<file path="config.mk">
export PLATFORM = sky130hd
export DESIGN_NAME = lhr_div
export DESIGN_NICKNAME = d
export VERILOG_FILES = /design/src/rtl/lhr_pkg.sv /design/src/rtl/lhr_div.sv
export SDC_FILE = /design/constraint.sdc
export NUM_CORES = 1
export LEC_CHECK = 0
export ABC_AREA = 1
export BUFFER_PORTS_ARGS = -buffer_cell sky130_fd_sc_hd__buf_2
export CAP_MARGIN = 5
export CORE_MARGIN = 1.5
export CORE_UTILIZATION = 55
export DETAILED_ROUTE_END_ITERATION = 10
export PLACE_DENSITY = 0.89
export RECOVER_POWER = 50
export SYNTH_ARGS = -nofsm -noshare
export SYNTH_HDL_FRONTEND = slang
export SYNTH_SLANG_ARGS = --single-unit
</file>
<file path="constraint.sdc">
create_clock -name clk -period 19.5 [get_ports clk]
set_input_delay 2.925 -clock clk [delete_from_list [all_inputs] [get_ports clk]]
set_output_delay 2.925 -clock clk [all_outputs]
set_load 0.01 [all_outputs]
</file>
<file path="src/rtl/lhr_pkg.sv">
// Shared types, widths and constants of the latency histogram recorder.
package lhr_pkg;

  // Sizing of the histogram and of the datapath
  localparam int MAX_BUCKETS = 1024;
  localparam int BUCKET_AW   = $clog2(MAX_BUCKETS);
  localparam int COUNT_W     = 32;
  localparam int LAT_W       = 48;
  localparam int SUM_W       = 64;
  localparam int IDX_W       = 10;
  localparam int TICKS_W     = 16;
  localparam int THR_W       = 24;
  localparam int BIAS_W      = 24;
  localparam int NBUCK_W     = 11;

  // APB register port
  localparam int PADDR_W = 4;
  localparam int PDATA_W = 32;

  // Divider: quotient bits retired per cycle
  localparam int DIV_STEP_BITS = 4;
  localparam int DIV_STEPS     = LAT_W / DIV_STEP_BITS;
  localparam int DIV_CNT_W     = $clog2(DIV_STEPS + 1);

  localparam logic [LAT_W-1:0]   LAT_MAX   = '1;
  localparam logic [COUNT_W-1:0] COUNT_MAX = '1;

  localparam logic [TICKS_W-1:0] TICKS_RST = TICKS_W'(1000);
  localparam logic [NBUCK_W-1:0] NBUCK_RST = NBUCK_W'(32);

  // Register map, word index
  typedef enum logic [1:0] {
    REG_TICKS    = 2'd0,
    REG_STOP_THR = 2'd1,
    REG_BIAS     = 2'd2,
    REG_NBUCK    = 2'd3
  } cfg_reg_t;

  // Operation codes of an input transaction
  typedef enum logic {
    OP_RECORD = 1'b0,
    OP_READ   = 1'b1
  } op_t;

  // Top level sequencer
  typedef enum logic [2:0] {
    S_CLEAR,
    S_IDLE,
    S_RDDATA,
    S_DIV,
    S_CALC,
    S_BIN,
    S_ADD,
    S_EMIT
  } lhr_state_t;

endpackage

</file>
<file path="src/rtl/lhr_div.sv">
// Iterative restoring divider: sample cycles divided by ticks per microsecond.
module lhr_div (
  input  logic                        clk,
  input  logic                        rst_n,
  input  logic                        start,
  input  logic [lhr_pkg::LAT_W-1:0]   dividend,
  input  logic [lhr_pkg::TICKS_W-1:0] divisor,
  output logic                        done,
  output logic [lhr_pkg::LAT_W-1:0]   quotient
);

  import lhr_pkg::*;

  logic                 busy_r;
  logic [DIV_CNT_W-1:0] cnt_r;
  logic                 done_r;
  logic [LAT_W-1:0]     quo_r;
  logic [TICKS_W-1:0]   rem_r;
  logic [TICKS_W-1:0]   div_r;

  logic [LAT_W-1:0]     quo_nxt;
  logic [TICKS_W-1:0]   rem_nxt;
  logic [TICKS_W:0]     trial;

  // Several shift-compare-subtract steps per cycle
  always_comb begin
    rem_nxt = rem_r;
    quo_nxt = quo_r;
    trial   = '0;
    for (int k = 0; k < DIV_STEP_BITS; k++) begin
      trial   = {rem_nxt, quo_nxt[LAT_W-1]};
      quo_nxt = {quo_nxt[LAT_W-2:0], 1'b0};
      if (trial >= {1'b0, div_r}) begin
        rem_nxt    = TICKS_W'(trial - {1'b0, div_r});
        quo_nxt[0] = 1'b1;
      end else begin
        rem_nxt = trial[TICKS_W-1:0];
      end
    end
  end

  // Control
  always_ff @(posedge clk) begin
    if (!rst_n) begin
      busy_r <= 1'b0;
      cnt_r  <= '0;
      done_r <= 1'b0;
    end else begin
      done_r <= 1'b0;
      if (start) begin
        busy_r <= 1'b1;
        cnt_r  <= DIV_CNT_W'(DIV_STEPS);
      end else if (busy_r) begin
        cnt_r <= cnt_r - DIV_CNT_W'(1);
        if (cnt_r == DIV_CNT_W'(1)) begin
          busy_r <= 1'b0;
          done_r <= 1'b1;
        end
      end
    end
  end

  // Operands and partial results
  always_ff @(posedge clk) begin
    if (start) begin
      quo_r <= dividend;
      rem_r <= '0;
      div_r <= divisor;
    end else if (busy_r) begin
      quo_r <= quo_nxt;
      rem_r <= rem_nxt;
    end
  end

  assign done     = done_r;
  assign quotient = quo_r;

endmodule

</file>
# After elaboration in Yosys (flattened, before gate mapping)
# Index checks and enable logic that the tools add are counted.
# classes
n_addsub,5
multipliers,0
div_mod_pow,0
n_lt_le_gt_ge,4
n_eq_ne,1
shifts,0
n_mux,16
n_bitwise,2
n_reduce_logical,3
# ops
cell,n
two-way mux 48 bit,2
>= comparator 17 x 16 -> 1 bit,4
two-way mux 16 bit,4
subtractor 16 bit,4
two-way mux 1 bit,8
two-way mux 4 bit,2
"== test 4 x 1 -> 1 bit, second input constant",1
"subtractor 4 x 1 -> 4 bit, second input constant",1
OR reduction 3 bit,1
NOT 1 bit,2
nonzero test 2 bit,1
OR reduction 2 bit,1
# word_totals
register_bits,86
latchBits,0
mem_bits_rw,0
mem_bits_ro,0
output_inout_bits,49
elab_cells,38
memories,0

# Logic depth before layout (Yosys ltp)
# Gate-level depths: netlist of the first run.
# logic_depth
ltp_word,10
depth_mapped,54
depth_no_buf,52

# Worst setup path before layout of the first run
# Ideal clock, no wire load.
# synth_path
path_type,register to register
startpoint,register div_r[1]
endpoint,register quo_r[0] (netlist: quotient[0]) (data pin)
arrival_time_ns,7.225
required_time_ns,19.229
path_slack_ns,12.004
stages_incl_launch_ff,49
n_path_buf,4
synth_period_minus_slack_ns,7.496
path_cell_list,edfxtp_1 > inv_1 > ha_1 > nand2_1 > inv_2 > nand3_1 > nand3_1 > nand2_1 > nand2_2 > nand2_2 > nand2_4 > buf_2 > o21ai_0 > inv_1 > ha_1 > nand3_1 > nand2_1 > a21oi_2 > (+13 left out) > nand3_1 > nand2_1 > a21oi_4 > clkbuf_1 > nand3_1 > nand2_1 > inv_1 > ha_1 > a21oi_1 > nor2_1 > a211oi_1 > o211ai_1 > nand3_1 > nand2_1 > a21boi_1 > a21boi_4 > buf_6 > a31oi_1
# synth_via
elab_chain_cells,10
word_cells_on_any_way,13
# synth_lines
element,line,rtl
start: declaration,lhr_div.sv:19,logic [TICKS_W-1:0] div_r;
start signal: assignment,lhr_div.sv:68,div_r <= divisor;
subtractor 16 bit or >= comparator 17 x 16 -> 1 bit (tied branches),"lhr_div.sv:34, lhr_div.sv:33",
two-way mux 16 bit,lhr_div.sv:33,"if (trial >= {1'b0, div_r}) begin"
subtractor 16 bit or >= comparator 17 x 16 -> 1 bit (tied branches),"lhr_div.sv:34, lhr_div.sv:33",
two-way mux 16 bit,lhr_div.sv:33,
subtractor 16 bit or >= comparator 17 x 16 -> 1 bit (tied branches),"lhr_div.sv:34, lhr_div.sv:33",
two-way mux 16 bit,lhr_div.sv:33,
>= comparator 17 x 16 -> 1 bit (*),lhr_div.sv:33,
two-way mux 1 bit (*),lhr_div.sv:33,
two-way mux 48 bit (*),lhr_div.sv:69,end else if (busy_r) begin
two-way mux 48 bit (*),lhr_div.sv:65,if (start) begin
end signal: assignment,lhr_div.sv:66,quo_r <= dividend;
end signal: assignment,lhr_div.sv:70,quo_r <= quo_nxt;
end: declaration,lhr_div.sv:17,logic [LAT_W-1:0] quo_r;
# Every way passes the cells marked *; elsewhere a longest branch is shown, timed or not. The select of a mux whose other input is x is not followed.
# A chain may end at the register's enable or synchronous reset.

# Worst setup path after layout of the first run
# layout_path
startpoint,register div_r[1]
endpoint,register rem_r[11]
# layout_via
elab_chain_cells,8
word_cells_on_any_way,12
# layout_lines
element,line,rtl
subtractor 16 bit or >= comparator 17 x 16 -> 1 bit (tied branches),"lhr_div.sv:34, lhr_div.sv:33",
two-way mux 16 bit,lhr_div.sv:33,
subtractor 16 bit or >= comparator 17 x 16 -> 1 bit (tied branches),"lhr_div.sv:34, lhr_div.sv:33",
two-way mux 16 bit,lhr_div.sv:33,
subtractor 16 bit or >= comparator 17 x 16 -> 1 bit (tied branches),"lhr_div.sv:34, lhr_div.sv:33",
two-way mux 16 bit,lhr_div.sv:33,
subtractor 16 bit or >= comparator 17 x 16 -> 1 bit (tied branches),"lhr_div.sv:34, lhr_div.sv:33",
two-way mux 16 bit (*),lhr_div.sv:33,
end signal: assignment,lhr_div.sv:71,rem_r <= rem_nxt;
end: declaration,lhr_div.sv:18,logic [TICKS_W-1:0] rem_r;
# Every way passes the cells marked *; elsewhere a longest branch is shown, timed or not.

==> results by group, run 1 <==
Run status
  • Status: complete, but fails checks
  • Failing checks: max-capacitance violations, max-slew violations

Floorplan
  • Die W: 120.1 µm
  • Initial Util: a little under three fifths
  • Core Rows: 42
  • Die ar.: roughly 0.014 mm²
  • Die height: 120.1 µm
  • Io pins: ~120
  • CORE AREA: 0.01330 mm²

Timing
  • Min cycle time layout: around 8.7 ns
  • Fmax: around 110 MHz
  • Final hold vios: 0
  • Setup violators final: 0
  • Clk_skew: about 0.0074 ns
  • Crit share post-route: between 40 and 50%
  • Sum Neg Setup Slack: 0 ns
  • Worst rel slew slack: -90.99%
  • RSZ-0062 raised after global routing: false
  • Slew Limit Fails: 118
  • Worst Tran Pin Value: 2.865 ns

Worst setup path
  • Slowest-stage cell, CP: o21ai_0
  • CP required: 19.73 ns
  • R2R Path End: rem_r[11]
  • R2r setup slk: between 10 and 15 ns
  • CP Launch Type: flip-flop
  • CP peak stage delay: between 0.5 and 0.6 ns
  • Worst setup path class: flip-flop to flip-flop
  • CP startpoint: div_r[1]
  • CP Capture Type: flip-flop
  • CP arrival: ~8.9 ns
  • Crit path to: rem_r[11]
  • Worst-case reg-to-reg path depth: 48
  • R2r startpoint: div_r[1]
  • Crit Path Max Fanout: 26
  • CP dominant cell by count: nand2_1

Global routing
  • Busiest grt layer: met2
  • M2 GR Usage: roughly 49%
  • Grt met3 use: between 4 and 5%
  • Total track usage: 30.88%
  • First-pass GRT wire length: about 35000 µm
  • Gr ovfl total: 0
  • Largest net degree at the start of global routing: 64
  • Met1 usage in global routing: between 40 and 50%
  • Initial antenna violation count: 0
  • Number of global-route vias before repair: roughly 7k

Synthesis
  • Synthesized area per cell: 7.081 µm²
  • Total number of yosys warnings: 0
  • Mapped Area: ~0.0075 mm²
  • Post-synthesis instance total: 1065
  • Net Count, Synth: roughly 1.2k
  • Synth cell types: between 40 and 50
  • Seq/Total Area, Yosys: between 30% and 40%
  • Synth Register Bits: 86

Route
  • Final wirelength: approximately 22000 µm
  • Via count: between 7k and 8k
  • First-pass DRT Iterations: 5
  • First DRT Iteration DRCs: 924
  • Wire length per cell: approximately 16 µm
  • ANT nets after route: 0
  • Remaining DRCs: 0
  • Vias per cell: 5.553

Clocking
  • Post-CTS setup buffers: 0
  • Number of buffers created by CTS: 9
  • CTS Root Cell: clkbuf_16
  • H-tree depth: 3
  • Clk slew on worst S/H paths: 0.06 ns
  • Clock sinks: between 80 and 90
  • CTS resizes: 0
  • CTS hold repair buffers: 0
  • CTS tree: yes
  • Clk buf depth: 2
  • Clk Latency, worst-skew pair: approximately 0.34 ns

Placement
  • DPL Wire Length: about 17000 µm
  • GP Congestion: just over 1
  • Port Buffers: 115

Final layout
  • Ant. Diodes: 0
  • Share of post-route cells with drive strength above 1: about 11%
  • Commonest non-fill, non-tap cell in the layout: nand2_1
  • Syn-to-layout area delta: 12.46%
  • Filler Cell Count: 1171
  • Commonest cells after routing, fill and taps aside: nand2_1 (403), inv_1 (132), nand3_1 (93)
  • Fin nets: roughly 1.3k

Worst hold path
  • HP Class: flip-flop to flip-flop

Flow run
  • MaxCap Viol Count: 2
[worst max-delay path: cells and delay by family (launching register included)]
| family | cells | cell delay, ns |
|---|---|---|
| and+or+nand+nor | 28 | 3.22 |
| adders and majority gates | 4 | 1.18 |
| AOI/OAI and AO/OA | 11 | 3.05 |
| buffers and inverters | 5 | 0.63 |
| DFF | 1 | 0.48 |
[routing by layer]
layer	vias up	share of wire (%)	routed length (µm)
met5	-	0	0
met4	0	4.7	1015
met3	67	8.5	1855
met2	358	45	9845
met1	3397	42	9027
li1	3663	-	-
[final cells by class]
cell class                 count  area (µm²)  area share [%]
inverter                     141       529.3           6.241
clock buffer                  10       239.0           2.818
clock inverter                 6       72.57          0.8557
multi-input combinational    813        4529           53.41
sequential                    86        2362           27.85
tap                          176       220.2           2.597
timing repair buffer         116       528.0           6.226
[flip-flops by register name, indices dropped and copies added (netlist names)]
name      count
div_r        16
quotient     48
done          1
rem_r        16
busy_r        1
cnt_r         4
[Yosys cell counts (all sizes together)]
cell type  count  area, µm²
nand3         98      538.0
o211ai         2      15.01
clkbuf        16      60.06
o21a           2      15.01
o21bai         4      30.03
a21oi         52      282.8
a221oi         1      8.760
inv          141      529.3
nand3b         6      45.04
nand2        417       1643
ha            66      825.8
dfxtp         22      440.4
fa             4      80.08
nor4           5      31.28
nor3           7      46.30
a41o           1      10.01
a31oi          6      37.54
and3           2      12.51
xor2          20      175.2
a211oi         2      15.01
o2111ai        1      8.760
xnor2         29      254.0
a21boi         4      41.29
edfxtp        64       1922
or2            2      12.52
nand4          7      43.79
nor2          36      153.9
o21ai         37      188.9
a21o           2      15.01
buf            9      60.06
[how the worst min path moves through the flow]
| stage | start | end | slack (ns) | cells after the start |
|---|---|---|---|---|
| 3_3_place_gp | rem_r[5] | rem_r[5] | 0.46 | 2 |
| 3_5_place_dp | rem_r[5] | rem_r[5] | 0.47 | 2 |
| 2_1_floorplan | rem_r[13] | rem_r[13] | 0.44 | 2 |
| 6_report | rem_r[5] | rem_r[5] | 0.48 | 2 |
| 4_1_cts | rem_r[5] | rem_r[5] | 0.48 | 2 |
| 5_1_grt | rem_r[6] | rem_r[6] | 0.50 | 2 |
[logic make-up (layout without fill, tap and decap cells)]
family / count (synthesis) / after routing / share of synthesized area (%)
compound gates: 114 / 114 / 8.860
buf+inv: 166 / 273 / 8.611
flops: 86 / 86 / 31.33
fa+ha+maj: 70 / 70 / 12.01
simple gates: 580 / 580 / 33.50
xor+xnor: 49 / 49 / 5.691
[through the flow]
stage          setup WS, ns  cells  util (%)  hold WS (ns)  cell area [µm²]
3_5_place_dp          10.87   1332     61.86        0.4729             8224
4_1_cts               10.85   1348     64.20        0.4823             8536
2_1_floorplan         12.00   1065         -        0.4440             7541
5_1_grt               9.873   1348     63.79        0.4984             8481
6_report              10.78   1348     63.79        0.4808             8481
3_3_place_gp          11.04   1332     61.86        0.4606             8224
Power of run 1 is not shown: default switching activity piles up to over one toggle a cycle in this logic, so the estimate is an artifact.
==> inputs of run 2 (changes only) <==
- ABC_AREA: 1 -> 0
- CORE_UTILIZATION: 55 -> 53
- PLACE_DENSITY: 0.89 -> 0.9
- clock period: 19.5 -> 7.2 ns (I/O delays scaled with it)
==> run 2 against run 1 <==
Net effect: the flow now stops in global routing; synthesized cell count is 30% lower; synthesized area is 4.4% lower.
==> results by group, run 2 <==
Floorplan
  • Io pins: 116
  • Core Rows: 42
  • Die W: about 120 µm
  • Die height: 119.6 µm
  • Initial Util: a little over half

Synthesis
  • Post-synthesis instance total: between 700 and 800
  • Net Count, Synth: around 890
  • Synth area leaders: edfxtp_1 (27%), ha_1 (11%), mux2_2 (11%)
  • Synth Register Bits: 86
  • Count leader, synth: mux2_2
  • Top post-synthesis cells by count: mux2_2 (72), ha_1 (66), edfxtp_1 (64), nor2_1 (64), a21oi_1 (55)
  • Total number of yosys warnings: 0
  • EDFF count, synth: between 60 and 70
  • Biggest area consumer among synthesized cells: edfxtp_1
  • Yosys top cell area share: around a quarter
  • Synthesized area per cell: approximately 9.6 µm²
  • Mapped Area: roughly 0.0072 mm²
  • Asr flop ratio synth: 0%
  • Ys flop type: edfxtp_1
  • Seq/Total Area, Yosys: between 30 and 40%
  • Synth cell types: 70

Global routing
  • First-pass GRT wire length: between 60000 and 70000 µm
  • Number of global-route vias before repair: 10.60k
  • Largest net degree at the start of global routing: between 50 and 60
  • Total track usage: 63.08%
  • Gr ovfl total: 1

Run status
  • Status: aborted with a tool error
  • Err: [ERROR GRT-0116] Global routing finished with congestion. Check the congestion regions in the DRC Viewer.
  • Failed at: global routing

Placement
  • Placed instance area: between 0.009 and 0.01 mm²
  • Dpl cells: 1242
  • GP Congestion: around 1.1
  • Port Buffers: 115
  • DPL Wire Length: about 22000 µm

Clocking
  • Clock sinks: between 80 and 90
  • CTS Root Cell: clkbuf_16
  • H-tree depth: 3
  • Clk buf depth: 2
  • Number of buffers created by CTS: 9
run 2: cell count changes after synthesis, sizes merged, moves of 8 or more:
cell	change
xor2	-8
nand2	-373
a211oi	+14
nand3	-85
mux2i	+19
nor3	+9
nor2b	+10
mux2	+73
inv	-89
a21o	+8
nor2	+29
run 2: cells by family after synthesis:
kind of cell               share of synthesized area, %
DFF                                               32.78
adders and majority gates                         12.57
xor gates and xnor gates                          5.104
and+or+nand+nor                                   13.13
muxes                                             14.05
buffers and inverters                             4.531
AOI/OAI and AO/OA                                 17.85
run 2: what timing repair did:
item | in CTS
gates resized for setup | 103
pin swaps | 49
endpoints found under the setup margin | 17
hold buffers | 0
setup buffers | 24
gates cloned | 3
run 2: per-layer routing:
| layer | global-route usage, % | overflow |
|---|---|---|
| met3 | 41.21 | 0 |
| met5 | 16.18 | 0 |
| met4 | 62.80 | 0 |
| met1 | 62.79 | 0 |
| met2 | 84.66 | 1 |
run 2: metrics by stage:
stage	utilization, %	worst slack [ns]
4_1_cts	82.01	-1.727
3_5_place_dp	74.20	-2.160
3_3_place_gp	74.20	-1.658
2_1_floorplan	-	-1.470
==> inputs of run 3 (changes only) <==
- CORE_UTILIZATION: 53 -> 40
- PLACE_DENSITY: 0.9 -> default
- PLACE_DENSITY_LB_ADDON: default -> 0.15
- clock period: 7.2 -> 9.4 ns (I/O delays scaled with it)
==> run 3 against run 2 <==
Net effect: the flow now finishes without violations; synthesized area is the same; synthesized cell count did not move.
==> results by group, run 3 <==
Timing
  • Worst rel slew slack: 25.84%
  • Hold_ws: a little over 0.5 ns
  • Slew Limit Fails: 0
  • Sum Neg Setup Slack: 0 ns
  • Worst Tran Pin Value: 1.108 ns
  • Setup violators final: 0
  • Fmax: between 100 and 150 MHz
  • Min cycle time layout: ~9 ns
  • Final hold vios: 0
  • Crit share post-route: 96.09%
  • Clk_skew: roughly 0.0067 ns

Worst hold path
  • HP Class: flip-flop to flip-flop
  • Hold Startpoint: cnt_r[1]
  • Hold path endpoint: cnt_r[1]
  • Hold path cells: 2

Final layout
  • Filler Cell Count: 1669
  • Syn-to-layout area delta: 25.80%
  • Ant. Diodes: 0
  • Share of post-route cells with drive strength above 1: a little over 30%
  • Final instance area: around 0.0091 mm²
  • Fin nets: between 1k and 1.5k
  • Commonest non-fill, non-tap cell in the layout: buf_4
  • Commonest cells after routing, fill and taps aside: buf_4 (85), mux2_2 (71), nor2_1 (64), edfxtp_1 (64)
  • Max reg flops: 48

Synthesis
  • Total number of yosys warnings: 0
  • Synth area leaders: edfxtp_1 (27%), ha_1 (11%), mux2_2 (11%)
  • Count leader, synth: mux2_2
  • Net Count, Synth: approximately 890
  • Biggest area consumer among synthesized cells: edfxtp_1
  • Seq/Total Area, Yosys: about a third
  • EDFF count, synth: 64
  • Ys flop type: edfxtp_1
  • Mapped Area: 0.007207 mm²
  • Synth Register Bits: 86
  • Synthesized area per cell: roughly 9.6 µm²
  • Synth cell types: 70
  • Asr flop ratio synth: 0%
  • Yosys top cell area share: a little over a quarter
  • Post-synthesis instance total: ~750
  • Top post-synthesis cells by count: mux2_2 (72), ha_1 (66), edfxtp_1 (64), nor2_1 (64), a21oi_1 (55)

Clocking
  • CTS hold repair buffers: 0
  • Clk slew on worst S/H paths: approximately 0.070 ns
  • Number of buffers created by CTS: 9
  • Clk Latency, worst-skew pair: 0.35 ns
  • H-tree depth: 3
  • Clk buf depth: 2
  • CTS tree: yes
  • Clock sinks: 86
  • CTS Root Cell: clkbuf_16

Route
  • Final wirelength: roughly 22000 µm
  • First DRT Iteration DRCs: 440
  • First-pass DRT Iterations: 5
  • Remaining DRCs: 0
  • ANT nets after route: 0
  • Wire length per cell: 18.58 µm
  • Vias per cell: between 5 and 6
  • Via count: around 6.5k

Worst setup path
  • R2R Path End: rem_r[0]
  • CP dominant cell by count: buf_4
  • CP required: 9.64 ns
  • Slowest-stage cell, CP: or3_4
  • Crit Path Max Fanout: 18
  • CP Capture Type: flip-flop
  • Worst setup path class: flip-flop to flip-flop
  • CP peak stage delay: roughly 0.4 ns
  • R2r startpoint: div_r[8]
  • CP Launch Type: flip-flop
  • R2r setup slk: 0.37 ns
  • Worst-case reg-to-reg path depth: 43
  • CP arrival: 9.27 ns

Floorplan
  • Die W: between 100 and 150 µm
  • Die height: between 100 and 150 µm
  • Initial Util: around two fifths
  • CORE AREA: about 0.017 mm²
  • Die ar.: approximately 0.019 mm²
  • Io pins: between 100 and 150
  • Core Rows: 48

Placement
  • Placed instance area: between 0.008 and 0.009 mm²
  • DPL Wire Length: 17260 µm
  • Port Buffers: 115
  • GP Congestion: 0.9868

Global routing
  • Total track usage: a little under a quarter
  • Largest net degree at the start of global routing: 64
  • Initial antenna violation count: 1
  • Number of global-route vias before repair: slightly above 6k
  • First-pass GRT wire length: approximately 33000 µm
  • Gr ovfl total: 0

Flow run
  • MaxCap Viol Count: 0

Run status
  • Status: finished clean
-- run 3: kinds of logic (layout without fill, tap and decap cells) --
kind of cell             after synthesis  count (layout)  share of synthesized area (%)
multiplexers                          92              92                          14.05
adder cells (fa/ha/maj)               70              70                          12.57
buffers and inverters                 76             273                          4.531
flip-flops                            86              86                          32.78
XOR/XNOR                              42              42                          5.104
AO/OA/AOI/OAI                        188             188                          17.85
AND/OR/NAND/NOR                      195             195                          13.13
-- run 3: final cells by class --
class	instances	area, µm²	share of cell area [%]
multi-input combinational	587	4720	52.06
inverter	52	195.2	2.153
clock inverter	7	78.83	0.8694
timing repair buffer	205	1204	13.28
tap	225	281.5	3.105
sequential	86	2362	26.06
clock buffer	9	225.2	2.484
-- run 3: per-stage QoR --
| step | std cells | util, % | setup WS (ns) |
|---|---|---|---|
| after floorplan | 749 | - | 0.1031 |
| after global placement | 1145 | 48.97 | -0.1310 |
| after detailed placement | 1145 | 48.97 | -0.2738 |
| after CTS | 1162 | 50.81 | 0.01997 |
| after global routing | 1171 | 51.88 | -0.002979 |
| final | 1171 | 51.88 | 0.3677 |
-- run 3: worst max path at each step --
| stage | from | end | slack, ns | cells past startpoint |
|---|---|---|---|---|
| after floorplan | div_r[12] | rem_r[1] | 0.10 | 46 |
| after global placement | div_r[12] | rem_r[11] | -0.13 | 38 |
| after detailed placement | div_r[12] | rem_r[11] | -0.27 | 41 |
| after CTS | div_r[12] | rem_r[11] | 0.02 | 40 |
| after global routing | div_r[8] | rem_r[11] | -0.003 | 41 |
| final | div_r[8] | rem_r[0] | 0.37 | 43 |
-- run 3: critical path, delay by kind of cell, from the launching register on --
kind	cells	cell delay, ns
AO/OA/AOI/OAI	19	3.67
AND/OR/NAND/NOR	11	1.97
multiplexers	2	0.64
buffers and inverters	7	1.05
adder cells (fa/ha/maj)	4	1.21
flip-flops	1	0.34
-- run 3: routing by layer --
layer	global-route usage, %	share of wire (%)	vias up
met4	6.550	1.7	2
met1	31.23	46	3095
li1	-	-	3185
met5	0	0.060	-
met2	37.77	45	212
met3	6.107	7.1	34
-- run 3: repair_timing --
item                                    CTS  global route
setup buffers                             1             9
endpoints found under the setup margin   17            17
gates resized for setup                   4            48
pin swaps                                 1            14
Power of run 3 is left out for the same reason.
